[config.mk]
export PLATFORM = sky130hd
export DESIGN_NAME = bfe_ctrl
export DESIGN_NICKNAME = d
export VERILOG_FILES = /design/src/hw/rtl/bfe_pkg.sv /design/src/hw/rtl/bfe_ctrl.sv
export SDC_FILE = /design/constraint.sdc
export NUM_CORES = 1
export LEC_CHECK = 0
export BUFFER_PORTS_ARGS = -buffer_cell sky130_fd_sc_hd__buf_4
export CAP_MARGIN = 20
export CORE_ASPECT_RATIO = 0.6
export CORE_UTILIZATION = 25
export CTS_CLUSTER_DIAMETER = 50
export DETAILED_ROUTE_END_ITERATION = 8
export GPL_TIMING_DRIVEN = 0
export SETUP_SLACK_MARGIN = 0.1
export SYNTH_ARGS = -nofsm -noshare
export SYNTH_HDL_FRONTEND = slang
export SYNTH_SLANG_ARGS = --single-unit
[constraint.sdc]
create_clock -name clk -period 4.9 [get_ports clk]
set_input_delay 0.98 -clock clk [delete_from_list [all_inputs] [get_ports clk]]
set_output_delay 0.98 -clock clk [all_outputs]
set_load 0.05 [all_outputs]
[src/hw/rtl/bfe_pkg.sv]
// Blob field evaluator: shared constants, payload structs, command codes.
// No dependencies; every other file refers to it by scoped names.
`timescale 1ns / 1ps
`default_nettype none

package bfe_pkg;

    localparam int MAX_ATOMS = 64;
    localparam int FRAC_BITS = 16;
    localparam int IDX_W     = (MAX_ATOMS > 1) ? $clog2(MAX_ATOMS) : 1;
    localparam int CNT_W     = $clog2(MAX_ATOMS + 1);
    localparam int STEP_W    = $clog2(FRAC_BITS);
    localparam int COORD_W   = 32;
    localparam int RAD_W     = 31;
    localparam int R2_W      = 2 * RAD_W;
    localparam int WGT_W     = 32;
    localparam int DIFF_W    = COORD_W + 2;
    localparam int PROD_W    = 2 * DIFF_W;
    localparam int FIELD_W   = 48;
    localparam int SUM_W     = FIELD_W + 1;
    localparam int HELD_W    = 7;
    localparam int POLY_W    = FRAC_BITS + 5;
    localparam int RECIP_SH  = FRAC_BITS + 9;

    localparam logic [POLY_W-1:0] ONE = POLY_W'(1) << FRAC_BITS;
    localparam logic [POLY_W-1:0] C17 = POLY_W'(17) << FRAC_BITS;
    localparam logic [POLY_W-1:0] C22 = POLY_W'(22) << FRAC_BITS;
    localparam logic [DIFF_W-1:0] RECIP9 =
        DIFF_W'(((64'd1 << RECIP_SH) + 64'd8) / 64'd9);

    localparam logic signed [FIELD_W-1:0] FIELD_MAX = {1'b0, {(FIELD_W-1){1'b1}}};
    localparam logic signed [FIELD_W-1:0] FIELD_MIN = {1'b1, {(FIELD_W-1){1'b0}}};

    localparam logic [1:0] OP_LOAD_SPHERE = 2'd0;
    localparam logic [1:0] OP_LOAD_CYL    = 2'd1;
    localparam logic [1:0] OP_EVAL        = 2'd2;
    localparam logic [1:0] OP_CLEAR       = 2'd3;

    localparam logic [1:0] STAT_OK    = 2'd0;
    localparam logic [1:0] STAT_FULL  = 2'd1;
    localparam logic [1:0] STAT_EMPTY = 2'd2;

    typedef struct packed {
        logic [1:0]                 opcode;
        logic signed [COORD_W-1:0]  a_x;
        logic signed [COORD_W-1:0]  a_y;
        logic signed [COORD_W-1:0]  a_z;
        logic signed [COORD_W-1:0]  b_x;
        logic signed [COORD_W-1:0]  b_y;
        logic signed [COORD_W-1:0]  b_z;
        logic [RAD_W-1:0]           atom_radius;
        logic signed [WGT_W-1:0]    atom_weight;
    } req_t;

    typedef struct packed {
        logic signed [FIELD_W-1:0]  field_value;
        logic [1:0]                 status;
        logic [HELD_W-1:0]          atoms_held;
    } rsp_t;

    typedef struct packed {
        logic                       is_cyl;
        logic signed [COORD_W-1:0]  sx;
        logic signed [COORD_W-1:0]  sy;
        logic signed [COORD_W-1:0]  sz;
        logic signed [COORD_W-1:0]  ex;
        logic signed [COORD_W-1:0]  ey;
        logic signed [COORD_W-1:0]  ez;
        logic [R2_W-1:0]            r2;
        logic signed [WGT_W-1:0]    weight;
    } atom_t;

    typedef enum logic [5:0] {
        DP_NOP, DP_CAPTURE, DP_RSQ, DP_WRITE, DP_READ, DP_SETUP,
        DP_C0, DP_C1, DP_C2, DP_C3, DP_C4, DP_C5, DP_C6,
        DP_CLAMP, DP_DIV, DP_T0, DP_T1, DP_T2, DP_T3,
        DP_DIFF, DP_S0, DP_S1, DP_S2, DP_S3, DP_QSET,
        DP_PA, DP_PB, DP_PC, DP_PD, DP_PE, DP_PF, DP_PG, DP_PH, DP_PI,
        DP_OUT
    } dp_op_t;

    typedef struct packed {
        dp_op_t             op;
        logic [IDX_W-1:0]   addr;
        logic [1:0]         status;
        logic [CNT_W-1:0]   count;
    } dp_cmd_t;

    typedef struct packed {
        logic is_cyl;
        logic seg_inner;
        logic in_range;
    } dp_stat_t;

    typedef enum logic [5:0] {
        S_IDLE, S_LOAD, S_WRITE, S_READ, S_SETUP,
        S_C0, S_C1, S_C2, S_C3, S_C4, S_C5, S_C6,
        S_CLAMP, S_TDIV, S_T0, S_T1, S_T2, S_T3,
        S_DIFF, S_SQ0, S_SQ1, S_SQ2, S_SQ3, S_QCHK, S_QDIV,
        S_PA, S_PB, S_PC, S_PD, S_PE, S_PF, S_PG, S_PH, S_PI,
        S_DONE
    } state_t;

endpackage

`default_nettype wire

[src/hw/rtl/bfe_ctrl.sv]
// Blob field evaluator controller: opcode sequencing, atom count and index,
// divider step count, response valid. Uses bfe_pkg command and status types.
`timescale 1ns / 1ps
`default_nettype none

module bfe_ctrl (
    input  wire logic               clk,
    input  wire logic               rst_n,
    input  wire logic               req_valid,
    input  wire logic [1:0]         req_opcode,
    output logic                    req_ready,
    output logic                    rsp_valid,
    input  wire logic               rsp_ready,
    input  wire bfe_pkg::dp_stat_t  st,
    output bfe_pkg::dp_cmd_t        cmd
);

    localparam int CW = bfe_pkg::CNT_W;
    localparam int IW = bfe_pkg::IDX_W;
    localparam int SW = bfe_pkg::STEP_W;

    bfe_pkg::state_t state_reg, state_next;
    logic [CW-1:0]   count_reg, count_next;
    logic [IW-1:0]   idx_reg, idx_next;
    logic [SW-1:0]   step_reg, step_next;
    logic [1:0]      status_reg, status_next;
    logic            rsp_valid_reg, rsp_valid_next;
    logic            last_atom;
    logic            step_last;

    assign last_atom = ((CW'(idx_reg) + CW'(1)) == count_reg);
    assign step_last = (step_reg == SW'(bfe_pkg::FRAC_BITS - 1));

    always_ff @(posedge clk or negedge rst_n)
    begin
        if (!rst_n)
        begin
            state_reg     <= bfe_pkg::S_IDLE;
            count_reg     <= '0;
            idx_reg       <= '0;
            step_reg      <= '0;
            status_reg    <= bfe_pkg::STAT_OK;
            rsp_valid_reg <= 1'b0;
        end
        else
        begin
            state_reg     <= state_next;
            count_reg     <= count_next;
            idx_reg       <= idx_next;
            step_reg      <= step_next;
            status_reg    <= status_next;
            rsp_valid_reg <= rsp_valid_next;
        end
    end

    always_comb
    begin
        state_next     = state_reg;
        count_next     = count_reg;
        idx_next       = idx_reg;
        step_next      = step_reg;
        status_next    = status_reg;
        rsp_valid_next = rsp_valid_reg && !rsp_ready;
        req_ready      = 1'b0;
        cmd.op         = bfe_pkg::DP_NOP;
        cmd.addr       = idx_reg;
        cmd.status     = status_reg;
        cmd.count      = count_reg;
        unique case (state_reg)
            bfe_pkg::S_IDLE:
            begin
                req_ready = 1'b1;
                if (req_valid)
                begin
                    cmd.op      = bfe_pkg::DP_CAPTURE;
                    status_next = bfe_pkg::STAT_OK;
                    unique case (req_opcode) inside
                        bfe_pkg::OP_LOAD_SPHERE, bfe_pkg::OP_LOAD_CYL:
                        begin
                            state_next = bfe_pkg::S_LOAD;
                        end
                        bfe_pkg::OP_EVAL:
                        begin
                            if (count_reg == '0)
                            begin
                                status_next = bfe_pkg::STAT_EMPTY;
                                state_next  = bfe_pkg::S_DONE;
                            end
                            else
                            begin
                                idx_next   = '0;
                                state_next = bfe_pkg::S_READ;
                            end
                        end
                        bfe_pkg::OP_CLEAR:
                        begin
                            count_next = '0;
                            state_next = bfe_pkg::S_DONE;
                        end
                    endcase
                end
            end
            bfe_pkg::S_LOAD:
            begin
                if (count_reg >= CW'(bfe_pkg::MAX_ATOMS))
                begin
                    status_next = bfe_pkg::STAT_FULL;
                    state_next  = bfe_pkg::S_DONE;
                end
                else
                begin
                    cmd.op     = bfe_pkg::DP_RSQ;
                    state_next = bfe_pkg::S_WRITE;
                end
            end
            bfe_pkg::S_WRITE:
            begin
                cmd.op     = bfe_pkg::DP_WRITE;
                cmd.addr   = count_reg[IW-1:0];
                count_next = count_reg + CW'(1);
                state_next = bfe_pkg::S_DONE;
            end
            bfe_pkg::S_READ:
            begin
                cmd.op     = bfe_pkg::DP_READ;
                state_next = bfe_pkg::S_SETUP;
            end
            bfe_pkg::S_SETUP:
            begin
                cmd.op     = bfe_pkg::DP_SETUP;
                state_next = st.is_cyl ? bfe_pkg::S_C0 : bfe_pkg::S_DIFF;
            end
            bfe_pkg::S_C0: begin cmd.op = bfe_pkg::DP_C0; state_next = bfe_pkg::S_C1; end
            bfe_pkg::S_C1: begin cmd.op = bfe_pkg::DP_C1; state_next = bfe_pkg::S_C2; end
            bfe_pkg::S_C2: begin cmd.op = bfe_pkg::DP_C2; state_next = bfe_pkg::S_C3; end
            bfe_pkg::S_C3: begin cmd.op = bfe_pkg::DP_C3; state_next = bfe_pkg::S_C4; end
            bfe_pkg::S_C4: begin cmd.op = bfe_pkg::DP_C4; state_next = bfe_pkg::S_C5; end
            bfe_pkg::S_C5: begin cmd.op = bfe_pkg::DP_C5; state_next = bfe_pkg::S_C6; end
            bfe_pkg::S_C6: begin cmd.op = bfe_pkg::DP_C6; state_next = bfe_pkg::S_CLAMP; end
            bfe_pkg::S_CLAMP:
            begin
                cmd.op = bfe_pkg::DP_CLAMP;
                if (st.seg_inner)
                begin
                    step_next  = '0;
                    state_next = bfe_pkg::S_TDIV;
                end
                else
                begin
                    state_next = bfe_pkg::S_DIFF;
                end
            end
            bfe_pkg::S_TDIV:
            begin
                cmd.op    = bfe_pkg::DP_DIV;
                step_next = step_reg + SW'(1);
                if (step_last)
                begin
                    state_next = bfe_pkg::S_T0;
                end
            end
            bfe_pkg::S_T0: begin cmd.op = bfe_pkg::DP_T0; state_next = bfe_pkg::S_T1; end
            bfe_pkg::S_T1: begin cmd.op = bfe_pkg::DP_T1; state_next = bfe_pkg::S_T2; end
            bfe_pkg::S_T2: begin cmd.op = bfe_pkg::DP_T2; state_next = bfe_pkg::S_T3; end
            bfe_pkg::S_T3: begin cmd.op = bfe_pkg::DP_T3; state_next = bfe_pkg::S_DIFF; end
            bfe_pkg::S_DIFF: begin cmd.op = bfe_pkg::DP_DIFF; state_next = bfe_pkg::S_SQ0; end
            bfe_pkg::S_SQ0: begin cmd.op = bfe_pkg::DP_S0; state_next = bfe_pkg::S_SQ1; end
            bfe_pkg::S_SQ1: begin cmd.op = bfe_pkg::DP_S1; state_next = bfe_pkg::S_SQ2; end
            bfe_pkg::S_SQ2: begin cmd.op = bfe_pkg::DP_S2; state_next = bfe_pkg::S_SQ3; end
            bfe_pkg::S_SQ3: begin cmd.op = bfe_pkg::DP_S3; state_next = bfe_pkg::S_QCHK; end
            bfe_pkg::S_QCHK:
            begin
                cmd.op = bfe_pkg::DP_QSET;
                if (st.in_range)
                begin
                    step_next  = '0;
                    state_next = bfe_pkg::S_QDIV;
                end
                else if (last_atom)
                begin
                    state_next = bfe_pkg::S_DONE;
                end
                else
                begin
                    idx_next   = idx_reg + IW'(1);
                    state_next = bfe_pkg::S_READ;
                end
            end
            bfe_pkg::S_QDIV:
            begin
                cmd.op    = bfe_pkg::DP_DIV;
                step_next = step_reg + SW'(1);
                if (step_last)
                begin
                    state_next = bfe_pkg::S_PA;
                end
            end
            bfe_pkg::S_PA: begin cmd.op = bfe_pkg::DP_PA; state_next = bfe_pkg::S_PB; end
            bfe_pkg::S_PB: begin cmd.op = bfe_pkg::DP_PB; state_next = bfe_pkg::S_PC; end
            bfe_pkg::S_PC: begin cmd.op = bfe_pkg::DP_PC; state_next = bfe_pkg::S_PD; end
            bfe_pkg::S_PD: begin cmd.op = bfe_pkg::DP_PD; state_next = bfe_pkg::S_PE; end
            bfe_pkg::S_PE: begin cmd.op = bfe_pkg::DP_PE; state_next = bfe_pkg::S_PF; end
            bfe_pkg::S_PF: begin cmd.op = bfe_pkg::DP_PF; state_next = bfe_pkg::S_PG; end
            bfe_pkg::S_PG: begin cmd.op = bfe_pkg::DP_PG; state_next = bfe_pkg::S_PH; end
            bfe_pkg::S_PH: begin cmd.op = bfe_pkg::DP_PH; state_next = bfe_pkg::S_PI; end
            bfe_pkg::S_PI:
            begin
                cmd.op = bfe_pkg::DP_PI;
                if (last_atom)
                begin
                    state_next = bfe_pkg::S_DONE;
                end
                else
                begin
                    idx_next   = idx_reg + IW'(1);
                    state_next = bfe_pkg::S_READ;
                end
            end
            bfe_pkg::S_DONE:
            begin
                if (!rsp_valid_reg || rsp_ready)
                begin
                    cmd.op         = bfe_pkg::DP_OUT;
                    rsp_valid_next = 1'b1;
                    state_next     = bfe_pkg::S_IDLE;
                end
            end
            default: state_next = bfe_pkg::S_IDLE;
        endcase
    end

    assign rsp_valid = rsp_valid_reg;

    a_count_bound: assert property (@(posedge clk) disable iff (!rst_n)
        count_reg <= CW'(bfe_pkg::MAX_ATOMS))
        else $error("atom count above table depth");

    a_accept_leaves_idle: assert property (@(posedge clk) disable iff (!rst_n)
        (state_reg == bfe_pkg::S_IDLE && req_valid) |=> (state_reg != bfe_pkg::S_IDLE))
        else $error("accepted beat did not start work");

    a_write_in_range: assert property (@(posedge clk) disable iff (!rst_n)
        (cmd.op == bfe_pkg::DP_WRITE) |-> (count_reg < CW'(bfe_pkg::MAX_ATOMS)))
        else $error("table write past full");

    a_done_posts: assert property (@(posedge clk) disable iff (!rst_n)
        (state_reg == bfe_pkg::S_DONE && (!rsp_valid_reg || rsp_ready)) |=> rsp_valid_reg)
        else $error("finished beat not posted");

endmodule

`default_nettype wire

# Word-level counts from Yosys, hierarchy flattened
# Cells that the tools add are included.
[word_totals] ff_bits=26 inputBits=9 out_inout_bits=23 wordCells=116
[classes] add_sub_neg=4 magnitude_cmp=1 n_eq_ne=50 muxes=37 reduce_logical=18
[op_table] op="one-hot mux 6 bit (35 select lines)" count=1
[op_table] op="one-hot mux 6 bit (34 select lines)" count=1
[op_table] op="equality test 6 x 5 -> 1 bit, second input constant" count=16
[op_table] op="two-way mux 6 bit" count=15
[op_table] op="equality test 6 x 4 -> 1 bit, second input constant" count=8
[op_table] op="one-hot mux 6 bit (3 select lines)" count=2
[op_table] op="equality test 6 x 3 -> 1 bit, second input constant" count=4
[op_table] op="!= test 2 bit, second input constant" count=11
[op_table] op="equality test 6 bit, second input constant" count=3
[op_table] op="two-way mux 7 bit" count=2
[op_table] op="one-hot mux 7 bit (2 select lines)" count=1
[op_table] op="equality test 6 x 2 -> 1 bit, second input constant" count=2
[op_table] op="one-hot mux 4 bit (3 select lines)" count=1
[op_table] op="two-way mux 2 bit" count=5
[op_table] op="two-way mux 5 bit" count=2
[op_table] op="AND reduction 3 bit" count=3
[op_table] op="two-way mux 4 bit" count=2
[op_table] op="adder 6 x 1 -> 7 bit, second input constant" count=1
[op_table] op="adder 7 x 1 -> 7 bit, second input constant" count=1
[op_table] op="equality test 7 bit" count=1
[op_table] op=">= comparator 7 bit, second input constant" count=1
[op_table] op="logical NOT 7 bit" count=1
[op_table] op="adder 6 x 1 -> 6 bit, second input constant" count=1
[op_table] op="equality test 6 x 1 -> 1 bit, second input constant" count=1
[op_table] op="16 further kinds" count=24

# Logic depth before layout (Yosys ltp)
# Gate-level depths: netlist of run 1.
[depth] depth_word=5 mapped_depth=8 mapped_depth_nobuf=8

# Worst setup path after synthesis of run 1
# OpenSTA, ideal clock, no wires.
[synth_path] path_kind="register -> output" from="reg state_reg[2]" to="out cmd[9] (netlist name)" t_arrival_ns=2.663 t_required_ns=3.920 path_slack_ns=1.257 stages_incl_launch_ff=6 path_buffers=2 cell_sequence="dfrtp_1 -> clkbuf_1 -> or4b_1 -> or3_1 -> clkbuf_1 -> o21ai_0"
[synth_lines] item="from (decl)" line="bfe_ctrl.sv:22" text="bfe_pkg::state_t state_reg, state_next;"
[synth_lines] item="from (signal assigned)" line="bfe_ctrl.sv:38" text="state_reg <= bfe_pkg::S_IDLE;"
[synth_lines] item="from (signal assigned)" line="bfe_ctrl.sv:47" text="state_reg <= state_next;"
[synth_lines] item="to (decl)" line="bfe_ctrl.sv:15" text="output bfe_pkg::dp_cmd_t cmd"

==> results of run 1 <==
## power by group
group	switching, W	internal [W]
Sequential	0.0000891	0.000285
Combinational	0.000923	0.000441
Clock	0.0000793	0.000163
Total	0.00109	0.000889
## metal layers
layer / part of all wire (%) / GRT usage (%) / vias to the layer above
met5: 0 / 0 / -
li1: - / - / 1082
met3: 7.9 / 3.53 / 2
met1: 53 / 23.3 / 1060
met4: 0.13 / 1.23 / 0
met2: 39 / 20.7 / 87
## synth_stat cells (2+ instances only)
cell	instances	share of area (%)
sky130_fd_sc_hd__and2_1	3	0.87
sky130_fd_sc_hd__or2_2	4	1.2
sky130_fd_sc_hd__nor4b_1	2	0.81
sky130_fd_sc_hd__a21o_1	4	1.4
sky130_fd_sc_hd__dfrtp_1	26	30
sky130_fd_sc_hd__clkbuf_1	14	2.4
sky130_fd_sc_hd__a22o_1	3	1.2
sky130_fd_sc_hd__buf_2	3	0.70
sky130_fd_sc_hd__xnor2_1	7	2.8
sky130_fd_sc_hd__mux2i_1	3	1.4
sky130_fd_sc_hd__a221oi_1	2	0.81
sky130_fd_sc_hd__nor2b_1	4	1.2
sky130_fd_sc_hd__nor2_1	21	3.7
sky130_fd_sc_hd__o21ai_0	21	4.9
sky130_fd_sc_hd__nand4_1	4	1.2
sky130_fd_sc_hd__nor3_1	11	2.5
sky130_fd_sc_hd__and3_1	6	1.7
sky130_fd_sc_hd__nand2_1	32	5.6
sky130_fd_sc_hd__or3_1	5	1.4
sky130_fd_sc_hd__buf_1	3	0.52
sky130_fd_sc_hd__inv_1	8	1.4
sky130_fd_sc_hd__nand3_1	12	2.8
sky130_fd_sc_hd__a22oi_1	2	0.70
sky130_fd_sc_hd__nor3b_1	4	1.4
sky130_fd_sc_hd__nand3b_1	4	1.4
sky130_fd_sc_hd__ha_1	4	2.3
sky130_fd_sc_hd__o31ai_1	6	2.1
sky130_fd_sc_hd__a21oi_1	12	2.8
sky130_fd_sc_hd__nand2b_1	5	1.4
sky130_fd_sc_hd__a31oi_1	9	2.6
sky130_fd_sc_hd__xor2_1	7	2.8
## critical path: cells and delay by family, from the launching register on
family / cells / cell delay [ns]
simple gates: 3 / 1.05
buf+inv: 3 / 0.71
flops: 1 / 0.36
compound gates: 1 / 0.10
## layout by cell type (no fill, tap or decap), drive strengths merged, types with 3 or more instances in the layout
cell	count
a22o	3
a21o	4
nor3b	4
or2	4
nand4	4
nand3	12
nor2	21
dfrtp	26
xor2	7
xnor2	7
clkbuf	18
o21ai	21
a31oi	9
nor2b	4
nand2b	5
buf	38
inv	8
or3	5
mux2i	3
and3	6
o31ai	6
a21oi	12
and2	3
nand2	32
nor3	12
ha	4
nand3b	4
## layout make-up
type	instances	area (µm²)	area share (%)
repair buffers	31	233	8.84
well taps	108	135	5.13
inverters	8	30.0	1.14
clock buffers	3	75.1	2.85
multi-input cells	223	1380	52.6
clock inverters	1	30.0	1.14
flip-flops and latches	26	651	24.7
plain buffers	22	95.1	3.61
## cell families after synthesis
| family | Yosys count | share of synthesized area (%) |
|---|---|---|
| mux | 4 | 1.91 |
| flops | 26 | 30.1 |
| simple gates | 126 | 31.3 |
| fa+ha+maj | 5 | 2.78 |
| xor+xnor | 14 | 5.68 |
| compound gates | 74 | 22.4 |
| buf+inv | 30 | 5.79 |
## metrics by stage
| stage | worst slack, ns | cells | hold WS (ns) |
|---|---|---|---|
| after floorplan | 1.26 | 279 | 0.473 |
| after global placement | 1.72 | 418 | 0.485 |
| after detailed placement | 1.70 | 418 | 0.510 |
| after CTS | 1.41 | 422 | 0.526 |
| after global routing | 1.23 | 422 | 0.546 |
| final | 1.43 | 422 | 0.522 |
## worst max-delay path by stage
stage	startpoint	end	slack, ns	cells past startpoint
final	state_reg[2]	cmd[10]	1.43	7
after CTS	state_reg[2]	cmd[10]	1.41	7
after global routing	state_reg[2]	cmd[10]	1.23	7
after floorplan	state_reg[2]	cmd[9]	1.26	5
after detailed placement	state_reg[2]	cmd[10]	1.70	7
after global placement	state_reg[2]	cmd[10]	1.72	7
==> reports/metrics.yaml, run 1 <==
route:
  post_drt_via_cell_ratio: 5.29
  wl_per_cell_um: 15.1
  detailroute.via_count: 2231
  drt-pass1-iter-count: 5
  ant_nets: 0
  initialDrtViolationCount: 138
  detail_route.drc_violations: 0
  detailed_route_wire_length_mm: 6.36
power:
  power.leakage_nw: 1.10
  finalPower_w: 0.00198
  vdd_drop_max_uv: 186
  power-per-cell-area_nw_per_um2: 752
global_routing:
  antenna_found_initial: 0
  grt_first_pass_wirelength_mm: 10.5
  grt_start_max_net_pins: 27
  grt_usage_pct: 14.8
  grt_pass1_vias: 2035
  grt_remaining_overflow: 0
placed_design:
  place.gp.congestion: 0.874
  cell_area_placed_um2: 2530
  place_hpwl_mm: 4.98
  portBuffers: 31
timing:
  slew_headroom_pct: 47.7
  timing.setup.tns_ns: 0
  grt_setup_unrepaired: "no"
  report.final.slew_viol_count: 0
  final_period_minus_worst_setup_slack_ns: 3.47
  skew_ns: 0.00495
  timing.final.setup_violations: 0
  max_slew.worst_pin.slew_ns: 0.779
  timing.final.hold_violations: 0
  final.period_utilization_pct: 70.9
  highest_achievable_clock_rate_mhz: 288
cts:
  cts_tree: "yes"
  postCtsHoldBufs: 0
  clk-insertion-delay-late_ns: 0.26
  numClockSinks: 26
  cts_repair_resize_count: 0
  cts_max_level: 1
  cts_root_buf: "sky130_fd_sc_hd__clkbuf_16"
  cts-buffers-inserted: 3
  postCtsSetupBuffers: 0
  clock_pin_slew_on_the_worst_setup_and_hold_paths_ns: 0.07
  ctsLongestPathBuffers: 2
cells_and_area:
  fill_cells: 877
  post-route-util_pct: 32.4
  flip_flop_count_of_the_largest_register_after_layout: 7
  drive_gt1_share_pct: 15.6
  area_delta_synth_final_pct: 21.9
  design_area_um2: 2630
  number_of_nets_at_the_end_of_the_flow: 328
  count_of_antenna_diodes_in_the_layout: 0
setup_path:
  worst-r2r-setup-slack_ns: 2.37
  reg2reg_from: "state_reg[5]"
  ff2ff_path_depth: 6
  path_max_fanout: 10
  worst_ep_required_time_ns: 3.92
  cp-start-kind: "register"
  crit_path_top_delay_cell: "sky130_fd_sc_hd__or4b_1"
  crit_chain: "clkbuf_1, or4b_1, nor3_2, buf_2, nand2_1, o21ai_0, buf_4"
  worstSetupEndpointType: "output port"
  crit_arrival_ns: 2.49
  criticalPathCategory: "register to output port"
  delay_of_the_slowest_cell_on_the_worst_path_ns: 0.66
  worst_r2r_endpoint: "step_reg[0]"
die:
  chipHeight_um: 74.0
  core_area_um2: 8130
  floorplan.die.width_um: 122
  die_area_um2: 9030
  initial_core_util_pct: 26.6
  rows: 25
  pin_count: 32
hold_path:
  hold_end: "status_reg[0]"
  timing.hold.worst_path_depth: 1
  worst_hold_startpoint: "status_reg[0]"
  class_of_the_worst_hold_path: "register to register"
outcome:
  outcome: "complete, no violations"
synthesis:
  synth.net_count: 292
  synth_cells: 279
  asyncSetResetFlopFracSynth_pct: 100
  syn_avg_cell_area_um2: 7.74
  yosys.cell_types.count: 59
  synth-edff-count: 0
  yosysWarningCount: 0
  yosysSeqAreaShare_pct: 30.1
  number_of_register_bits_inferred_by_synthesis: 26
  post_syn_area_um2: 2160
  dominant_synthesized_flop_cell: "sky130_fd_sc_hd__dfrtp_1"
flow_run:
  timing.max_cap.violations: 0
Power figures use the tool's default switching activity.
==> run 2: changes to the inputs <==
--- a/config.mk
+++ b/config.mk
@@ -5,6 +5,7 @@
 export SDC_FILE = /design/constraint.sdc
 export NUM_CORES = 1
 export LEC_CHECK = 0
+export ABC_AREA = 1
 export BUFFER_PORTS_ARGS = -buffer_cell sky130_fd_sc_hd__buf_4
 export CAP_MARGIN = 20
 export CORE_ASPECT_RATIO = 0.6
==> constraint.sdc (replaced) <==
create_clock -name clk -period 3.4 [get_ports clk]
set_input_delay 0.68 -clock clk [delete_from_list [all_inputs] [get_ports clk]]
set_output_delay 0.68 -clock clk [all_outputs]
set_load 0.05 [all_outputs]
==> run 2 against run 1 <==
  * Setup slack worse by 0.89 ns
  * Sequential cell count unchanged
  * Cell count up 23%
  * Critical endpoint is now cmd[18]
  * Largest power group unchanged
  * Power up 26%
  * Synthesized area up 6.6%
  * Sequential power up 42%
  * First-iteration DRC count up 99%
  * Combinational power up 24%
==> reports/metrics.yaml, run 2 <==
outcome:
  outcome: "complete, no violations"
setup_path:
  criticalPathCategory: "register to output port"
  worst_ep_required_time_ns: 2.72  # -1.20 ns
  path_max_fanout: 6  # -4
  worst_r2r_endpoint: "state_reg[0]"
  cp-start-kind: "register"
  reg2reg_from: "idx_reg[0]"
  ff2ff_path_depth: 12  # +6
  worstSetupEndpointType: "output port"
  crit_arrival_ns: 2.19  # -0.30 ns
  crit_startpoint: "state_reg[4]"
  worst-r2r-setup-slack_ns: 1.34  # -1.03 ns
cts:
  cts-buffers-inserted: 3  # unchanged
  ctsLongestPathBuffers: 2  # unchanged
  cts_max_level: 1  # unchanged
  postCtsSetupBuffers: 0  # unchanged
  postCtsHoldBufs: 0  # unchanged
  cts_tree: "yes"
  cts_root_buf: "sky130_fd_sc_hd__clkbuf_16"
  clock_pin_slew_on_the_worst_setup_and_hold_paths_ns: 0.07  # about the same
  clk-insertion-delay-late_ns: 0.27  # about the same
  numClockSinks: 26  # unchanged
  cts_repair_resize_count: 0  # unchanged
cells_and_area:
  flip_flop_count_of_the_largest_register_after_layout: 7  # unchanged
  area_delta_synth_final_pct: 19.6
  drive_gt1_share_pct: 14.3  # -1.3 points
  number_of_nets_at_the_end_of_the_flow: 421  # +28%
  commonest_cells_after_routing_fill_and_taps_aside: "129 x sky130_fd_sc_hd__nand2_1, 43 x sky130_fd_sc_hd__inv_1, 38 x sky130_fd_sc_hd__nand3_1"
  mostFrequentLayoutCell: "sky130_fd_sc_hd__nand2_1"
  final_cells: 519  # +23%
timing:
  grt_setup_unrepaired: "no"
  report.final.slew_viol_count: 0  # unchanged
  final.period_utilization_pct: 84.3
  timing.final.setup_violations: 0  # unchanged
  finalHoldWorstSlack_ns: 0.330  # -0.192 ns
  final_period_minus_worst_setup_slack_ns: 2.87
  max_slew.worst_pin.slew_ns: 0.518  # -0.261 ns
  timing.final.hold_violations: 0  # unchanged
  timing.setup.tns_ns: 0  # unchanged
  skew_ns: 0.00676  # +0.00180 ns
  slew_headroom_pct: 65.4  # +18 points
  highest_achievable_clock_rate_mhz: 349
synthesis:
  yosysSeqAreaShare_pct: 28.3  # -1.9 points
  synthDominantCellAreaShare_pct: 28.3  # -1.9 points
  number_of_register_bits_inferred_by_synthesis: 26  # unchanged
  post_synth_main_area_contributors: "sky130_fd_sc_hd__dfrtp_1 28%, sky130_fd_sc_hd__nand2_1 21%, sky130_fd_sc_hd__nand3_1 8.3%, sky130_fd_sc_hd__inv_1 7.0%, sky130_fd_sc_hd__nor2_1 5.9%"
  yosys.cell_count.top_type: "sky130_fd_sc_hd__nand2_1"
  yosys.cell_types.count: 34  # -42%
  synth_cells: 372  # +33%
  synth-edff-count: 0  # unchanged
  synthDominantAreaCellType: "sky130_fd_sc_hd__dfrtp_1"
  post_syn_area_um2: 2300  # +6.6%
  synth_top_cells_by_count: "129 x sky130_fd_sc_hd__nand2_1, 43 x sky130_fd_sc_hd__inv_1, 38 x sky130_fd_sc_hd__nand3_1"
  yosysWarningCount: 0  # unchanged
  asyncSetResetFlopFracSynth_pct: 100  # unchanged
  syn_avg_cell_area_um2: 6.19  # -20%
  dominant_synthesized_flop_cell: "sky130_fd_sc_hd__dfrtp_1"
  synth.net_count: 385  # +32%
power:
  p_int_w: 0.00103  # +16%
  power.share.switching_pct: 58.7  # +3.6 points
  share_comb_of_total_power_pct: 67.6  # -1.3 points
  power-per-cell-area_nw_per_um2: 906  # +20%
  vdd_drop_max_uv: 288  # +55%
  power.leakage_nw: 1.46  # +33%
  pwr-share-seq_pct: 21.3  # +2.4 points
  clock_network_power_share_pct: 11.1  # -1.1 points
  net-switching-power_w: 0.00146  # +34%
global_routing:
  grt_pass1_vias: 2428  # +19%
  grt_remaining_overflow: 0  # unchanged
  grt_first_pass_wirelength_mm: 12.8  # +22%
  grt_usage_pct: 17.0  # +2.2 points
  antenna_found_initial: 1  # +1
  grt_start_max_net_pins: 27  # unchanged
route:
  detail_route.drc_violations: 0  # unchanged
  detailroute.via_count: 2661  # +19%
  initialDrtViolationCount: 275  # +99%
  detailed_route_wire_length_mm: 7.77  # +22%
  wl_per_cell_um: 15.0  # -0.69%
  drt-pass1-iter-count: 5  # unchanged
  ant_nets: 0  # unchanged
  post_drt_via_cell_ratio: 5.13  # -3.0%
placed_design:
  portBuffers: 31  # unchanged
  placed_cells_incl_taps: 515  # +23%
  place.gp.congestion: 0.945  # +8.2%
  place_hpwl_mm: 6.16  # +24%
die:
  rows: 26  # +4.0%
  chipHeight_um: 76.3  # +3.2%
  initial_core_util_pct: 26.4  # -0.15 points
  core_area_um2: 8720  # +7.2%
  floorplan.die.width_um: 126  # +3.2%
  pin_count: 32  # unchanged
  die_area_um2: 9610  # +6.4%
flow_run:
  timing.max_cap.violations: 0  # unchanged
hold_path:
  class_of_the_worst_hold_path: "primary input to async pin"
==> run 2: worst max-delay path: stages, from the launching register on <==
cell,delay [ns]
sky130_fd_sc_hd__dfrtp_1,0.45
sky130_fd_sc_hd__inv_1,0.10
sky130_fd_sc_hd__nand2_1,0.22
sky130_fd_sc_hd__nor2_2,0.27
sky130_fd_sc_hd__nand2_1,0.16
sky130_fd_sc_hd__nand2_2,0.14
sky130_fd_sc_hd__inv_1,0.13
sky130_fd_sc_hd__nand2_1,0.12
sky130_fd_sc_hd__nor2_1,0.05
sky130_fd_sc_hd__nand4_1,0.07
sky130_fd_sc_hd__buf_4,0.21
==> run 2: kinds of logic after synthesis <==
kind of cell               Yosys count  share of synthesized area [%]
AOI/OAI and AO/OA                   42                           11.4
xor gates and xnor gates             5                           1.90
adders and majority gates            4                           2.17
buffers and inverters               49                           8.10
DFF                                 26                           28.3
and+or+nand+nor                    246                           48.2
==> run 2: metal layers <==
metal  wire length, µm  share of wire (%)  global-route usage [%]
met1              3830                 49                    26.4
met2              2930                 38                    21.7
met3               973                 13                    6.18
met4                38               0.49                    3.01
met5                 0                  0                       0
==> run 2: layout make-up <==
| class | count | area (µm²) |
|---|---|---|
| fill | 960 | 5970 |
| multi-input combinational | 297 | 1470 |
| antenna | 1 | 2.50 |
| tap | 112 | 140 |
| buffer | 3 | 13.8 |
| clock buffer | 3 | 75.1 |
| inverter | 46 | 173 |
| timing repair buffer | 31 | 233 |
| sequential | 26 | 651 |
==> run 2: stage by stage <==
stage	power (W)	area [µm²]	utilization (%)	setup slack, ns
2_1_floorplan	0.00170	2300	-	0.537
3_3_place_gp	0.00220	2680	30.7	0.853
3_5_place_dp	0.00219	2680	30.7	0.900
4_1_cts	0.00248	2750	31.5	0.601
5_1_grt	0.00266	2750	31.5	0.395
6_report	0.00249	2750	31.6	0.533
==> run 2: power groups by stage <==
stage                     sequential [W]  clock, W  combinational [W]
after floorplan                 0.000650         0            0.00105
after CTS                       0.000530  0.000287            0.00166
after detailed placement        0.000535         0            0.00165
after global routing            0.000548  0.000293            0.00182
after global placement          0.000534         0            0.00167
final                           0.000532  0.000277            0.00168
==> run 2: how the worst max path moves through the flow <==
stage / endpoint
finish: cmd[18]
global route: cmd[16]
CTS: cmd[18]
detailed placement: cmd[18]
global placement: cmd[18]
floorplan: cmd[10]
